==> src/design/crgs_pkg.sv <==
// crgs_pkg: shared types, constants and helper functions of the crop-resize
// gradient scatter unit. No dependencies; used by every other design file except crgs_ram.

package crgs_pkg;

   localparam int MAX_EXTENT   = 16;
   localparam int MAX_CROP     = 16;
   localparam int MAX_CHANNELS = 8;

   localparam int STORE_AW   = 16;
   localparam int STORE_DW   = 32;
   localparam int COORD_W    = 18;
   localparam int GRAD_W     = 24;
   localparam int ORG_W      = 24;
   localparam int IDX_W      = 4;
   localparam int CNT_W      = 4;
   localparam int CH_W       = 3;
   localparam int EXT_W      = 5;
   localparam int FRAC_W     = 16;
   localparam int WGT_W      = 17;
   localparam int MUL_A_W    = 27;
   localparam int MUL_B_W    = 18;
   localparam int PROD_W     = MUL_A_W + MUL_B_W;
   localparam int POS_W      = 30;
   localparam int DIV_W      = 24;
   localparam int DVS_W      = 4;
   localparam int CONTRIB_W  = 26;
   localparam int CFG_IDX_W  = 3;
   localparam int CFG_DATA_W = 5;
   localparam int CFG_COUNT  = 8;
   localparam int OP_W       = 2;

   typedef enum logic [OP_W-1:0] {
      OP_LOAD_BOX = 2'd0,
      OP_GRADIENT = 2'd1,
      OP_READ     = 2'd2,
      OP_CLEAR    = 2'd3
   } op_type;

   localparam logic [CFG_IDX_W-1:0] CFG_IMAGE_HEIGHT = 3'd0;
   localparam logic [CFG_IDX_W-1:0] CFG_IMAGE_WIDTH  = 3'd1;
   localparam logic [CFG_IDX_W-1:0] CFG_IMAGE_DEPTH  = 3'd2;
   localparam logic [CFG_IDX_W-1:0] CFG_CROP_HEIGHT  = 3'd3;
   localparam logic [CFG_IDX_W-1:0] CFG_CROP_WIDTH   = 3'd4;
   localparam logic [CFG_IDX_W-1:0] CFG_CROP_DEPTH   = 3'd5;
   localparam logic [CFG_IDX_W-1:0] CFG_CHANNELS     = 3'd6;
   localparam logic [CFG_IDX_W-1:0] CFG_NEAREST_MODE = 3'd7;

   typedef enum logic [4:0] {
      ST_CLEAR,
      ST_IDLE,
      ST_BOX_ORG,
      ST_BOX_ORG_W,
      ST_BOX_STEP,
      ST_BOX_DIV,
      ST_BOX_DIV_W,
      ST_POS,
      ST_POS_W,
      ST_W1,
      ST_W1_R,
      ST_W2,
      ST_W2_R,
      ST_GMUL,
      ST_GMUL_R,
      ST_ADDR,
      ST_ADDR_R,
      ST_RD,
      ST_RD_W,
      ST_READ,
      ST_READ_W,
      ST_RESP
   } state_type;

   function automatic logic [CFG_DATA_W-1:0] cfg_mask(input logic [CFG_IDX_W-1:0] idx);
      logic [CFG_DATA_W-1:0] m;
      case (idx)
         CFG_CHANNELS:     m = 5'd15;
         CFG_NEAREST_MODE: m = 5'd1;
         default:          m = 5'd31;
      endcase
      return m;
   endfunction

   function automatic logic [EXT_W-1:0] clamp_ext(input logic [EXT_W-1:0] v,
                                                  input logic [EXT_W-1:0] hi);
      logic [EXT_W-1:0] r;
      if (v == '0) r = EXT_W'(1);
      else if (v > hi) r = hi;
      else r = v;
      return r;
   endfunction

   function automatic logic signed [ORG_W-1:0] sat24(input logic signed [PROD_W-1:0] v);
      logic signed [ORG_W-1:0] r;
      if (v > PROD_W'(signed'(8388607))) r = 24'sh7fffff;
      else if (v < -PROD_W'(signed'(8388608))) r = 24'sh800000;
      else r = v[ORG_W-1:0];
      return r;
   endfunction

   function automatic logic signed [PROD_W-1:0] half_round(input logic signed [PROD_W-1:0] v);
      logic signed [PROD_W-1:0] mag;
      logic signed [PROD_W-1:0] q;
      mag = v[PROD_W-1] ? -v : v;
      q = (mag + PROD_W'(1)) >>> 1;
      return v[PROD_W-1] ? -q : q;
   endfunction

endpackage

==> src/design/crgs_div.sv <==
// crgs_div: restoring divider, one quotient bit per cycle.
// Depends on crgs_pkg for widths.

module crgs_div (
   input  logic                          clock,
   input  logic                          reset,
   input  logic                          start,
   input  logic [crgs_pkg::DIV_W-1:0]    dividend,
   input  logic [crgs_pkg::DVS_W-1:0]    divisor,
   output logic [crgs_pkg::DIV_W-1:0]    quotient,
   output logic                          done
);

   localparam int BIT_W = $clog2(crgs_pkg::DIV_W + 1);

   logic                          busy_ff, busy_in;
   logic                          done_ff, done_in;
   logic [BIT_W-1:0]              bit_ff, bit_in;
   logic [crgs_pkg::DIV_W-1:0]    dvd_ff, dvd_in;
   logic [crgs_pkg::DVS_W-1:0]    rem_ff, rem_in;
   logic [crgs_pkg::DVS_W-1:0]    dvs_ff, dvs_in;
   logic [crgs_pkg::DVS_W:0]      shifted;
   logic                          qbit;

   always_comb begin
      busy_in = busy_ff;
      done_in = 1'b0;
      bit_in  = bit_ff;
      dvd_in  = dvd_ff;
      rem_in  = rem_ff;
      dvs_in  = dvs_ff;
      shifted = {rem_ff, dvd_ff[crgs_pkg::DIV_W-1]};
      qbit    = shifted >= {1'b0, dvs_ff};
      if (start) begin
         busy_in = 1'b1;
         bit_in  = '0;
         dvd_in  = dividend;
         rem_in  = '0;
         dvs_in  = divisor;
      end else if (busy_ff) begin
         rem_in = qbit ? crgs_pkg::DVS_W'(shifted - {1'b0, dvs_ff})
                       : crgs_pkg::DVS_W'(shifted);
         dvd_in = {dvd_ff[crgs_pkg::DIV_W-2:0], qbit};
         bit_in = bit_ff + BIT_W'(1);
         if (bit_ff == BIT_W'(crgs_pkg::DIV_W - 1)) begin
            busy_in = 1'b0;
            done_in = 1'b1;
         end
      end
   end

   always_ff @(posedge clock) begin
      if (reset) begin
         busy_ff <= 1'b0;
         done_ff <= 1'b0;
         bit_ff  <= '0;
      end else begin
         busy_ff <= busy_in;
         done_ff <= done_in;
         bit_ff  <= bit_in;
      end
      dvd_ff <= dvd_in;
      rem_ff <= rem_in;
      dvs_ff <= dvs_in;
   end

   assign quotient = dvd_ff;
   assign done     = done_ff;

endmodule

==> config.mk <==
export PLATFORM = sky130hd
export DESIGN_NAME = crgs_div
export DESIGN_NICKNAME = d
export VERILOG_FILES = /design/src/design/crgs_pkg.sv /design/src/design/crgs_div.sv
export SDC_FILE = /design/constraint.sdc
export NUM_CORES = 1
export LEC_CHECK = 0
export BUFFER_PORTS_ARGS = -buffer_cell sky130_fd_sc_hd__buf_2
export CORE_UTILIZATION = 54
export DETAILED_ROUTE_END_ITERATION = 12
export GPL_TIMING_DRIVEN = 0
export PLACE_DENSITY = 0.94
export SLEW_MARGIN = 20
export SYNTH_ARGS = -nofsm -noshare
export SYNTH_HDL_FRONTEND = slang
export SYNTH_SLANG_ARGS = --single-unit
export TNS_END_PERCENT = 1
==> constraint.sdc <==
create_clock -name clock -period 3 [get_ports clock]
set_input_delay 0.3 -clock clock [delete_from_list [all_inputs] [get_ports clock]]
set_output_delay 0.3 -clock clock [all_outputs]
set_load 0.03 [all_outputs]
==> run metrics <==
Synth Flop Type sky130_fd_sc_hd__edfxtp_1; number of maximum-capacitance constraint violations 0; floorplan row count 20; die outline area 3500 um2; number of cells after detailed placement 225; number of failing setup endpoints in the final timing report 0; Data required, critical path between 2000 and 3000 ps; final-report hold violation count 0; Chip Width 59.2 um; Max-Slew Margin vs Limit 0.403; Gates resized, CTS repair 0; average footprint of a synthesized cell 14.0 um2; setup repair after global routing missed its margin no; maximum number of pins on one net before global-route repair 25; global-route wire length before repair ~5200 um; standby leakage power between 0.8 and 0.9 nW; aggregate global-route resource usage 0.209; CP max FO 24; vias after detailed routing roughly 1,300; vias per inst 5.43; post-CTS setup buffer count 0; maximum clock path buffer count 2; placed cell areas 2100 um2; Final Instance Count excl. Fillers 233; commonest non-fill, non-tap cell in the layout sky130_fd_sc_hd__buf_2; final design area excluding fillers 2150 um2; Core Box Area 3080 um2; number of optimization iterations in the first detailed-route pass 4; critical path endpoint category flop; TritonCTS clock tree done; Post-Route Skew 11.8 ps; post-synthesis net count ~160; remaining global-route overflow 0; proportion of layout cells with a drive suffix above 1 0.481; number of instances in the synthesized netlist approximately 130; path type of the worst setup path reg2reg; port buffer count 55; count of clock tree sinks 39; ys async rst share 0; fill cell count 210; final critical-path required period slightly above 2000 ps; Critical Path Source Type flop; path class of the lowest-slack min-delay path in2reg; Final Total Pwr ~1.2 mW; fin worst setup slack 970 ps; most frequent cells in the layout sky130_fd_sc_hd__buf_2 (56), sky130_fd_sc_hd__edfxtp_1 (28), sky130_fd_sc_hd__mux2_2 (24), sky130_fd_sc_hd__dfxtp_1 (11), sky130_fd_sc_hd__nor2_1 (8); Post-synth EDFFs 28; summed instance area of the synthesized netlist 1770 um2; unique cell type count in the Yosys netlist 34; max-slew violation count 0; initial detailed-routing violation count 25; worst path arrival time 2000 ps; post-synthesis sequential area ratio 0.601; cts bufs inserted 5; Final Wtd Congestion 0.863; drc violations 0; H-tree levels 2; Die Y 59.2 um; Worst-path clk slew 120 ps; worst ir drop on vdd 0.000369 V; diode count 0; post-DP HPWL 2460 um; layout net count 225; reg-to-reg setup timing slack 970 ps; Yosys Warn Count 0; transition at the pin with the smallest max-transition slack between 800 and 900 ps; outcome complete, no violations; final critical-path share of the clock period 0.677; area delta synth->final 21.5%; initial core utilization 0.574; total of flip-flops plus latches after synthesis 39; average wire length per cell after detail routing about 14 um; Place WS ~900 ps; vias in the first global route about 1,200; latest clock arrival within the worst-skew pair roughly 350 ps; utilization after layout 0.697; WHS ~120 ps; clock root cell sky130_fd_sc_hd__clkbuf_4; antenna violations before repair 0; Antenna Violating Nets Remaining 0; total wire length 3320 um; power per cell area approximately 560 nW/um2; final total negative setup slack 0 ps; hold buffer count at CTS 0; achievable frequency 493 MHz; IO Count between 50 and 60
==> cells in the mapped netlist (all sizes together) (2+ instances only) <==
master,instances,area [um2]
edfxtp,28,841
clkbuf,3,11.3
o21ai,2,10.0
buf,3,12.5
xor2,4,35.0
mux2,24,270
dfxtp,11,220
nand4,3,18.8
a311oi,2,17.5
nor4b,2,17.5
or3b,2,17.5
inv,6,22.5
o21bai,2,15.0
nand2,6,22.5
nor2,8,30.0
ha,5,62.6
or2,3,21.3
==> power by group <==
group          switching, mW  total, mW  leakage (nW)  internal (mW)
sequential            0.0266      0.664         0.370          0.637
clock                  0.168      0.256        0.0297         0.0882
combinational          0.164      0.273         0.499          0.109
total                  0.358       1.19         0.899          0.835
==> layout make-up <==
type / instances / area, um2 / area share
Clock inverter: 2 / 8.76 / 0.00408
Sequential cell: 39 / 1060 / 0.494
Multi-Input combinational cell: 75 / 658 / 0.307
Clock buffer: 6 / 41.3 / 0.0192
Buffer: 6 / 23.8 / 0.0111
Tap cell: 44 / 55.1 / 0.0257
Inverter: 6 / 22.5 / 0.0105
Timing Repair Buffer: 55 / 275 / 0.128
==> layer usage <==
layer | routed length, um | track usage | up-vias
met5 | 0 | 0 | -
met4 | 70 | 0.102 | 0
met3 | 265 | 0.0917 | 9
met2 | 1600 | 0.329 | 54
met1 | 1380 | 0.243 | 605
li1 | - | - | 597
==> worst max-delay path, stage by stage, from the launching register on <==
cell	delay [ps]
sky130_fd_sc_hd__dfxtp_1	320
sky130_fd_sc_hd__clkbuf_1	270
sky130_fd_sc_hd__buf_2	290
sky130_fd_sc_hd__nor2_1	100
sky130_fd_sc_hd__inv_1	680
==> cells by family (layout without fill, tap and decap cells) <==
family / after synthesis / after routing / share of synthesized area
and+or+nand+nor: 28 / 28 / 0.0886
muxes: 25 / 25 / 0.159
AOI/OAI and AO/OA: 11 / 11 / 0.0539
adders and majority gates: 6 / 6 / 0.0468
DFF: 39 / 39 / 0.601
xor gates and xnor gates: 5 / 5 / 0.0248
buffers and inverters: 12 / 75 / 0.0262
==> flip-flops by register name (all words and copies together), names as in the netlist <==
signal,flops
quotient,24
bit_ff,5
dvs_ff,4
rem_ff,4
busy_ff,1
done,1
==> worst paths after layout <==
path | startpoint | endpoint | cells after the start
max | busy_ff | quotient[0] | 4
max reg2reg | busy_ff | quotient[0] | 4
min | divisor[3] | dvs_ff[3] | 1
min reg2reg | rem_ff[3] | rem_ff[3] | 2
(Power assumes the default switching activity.)
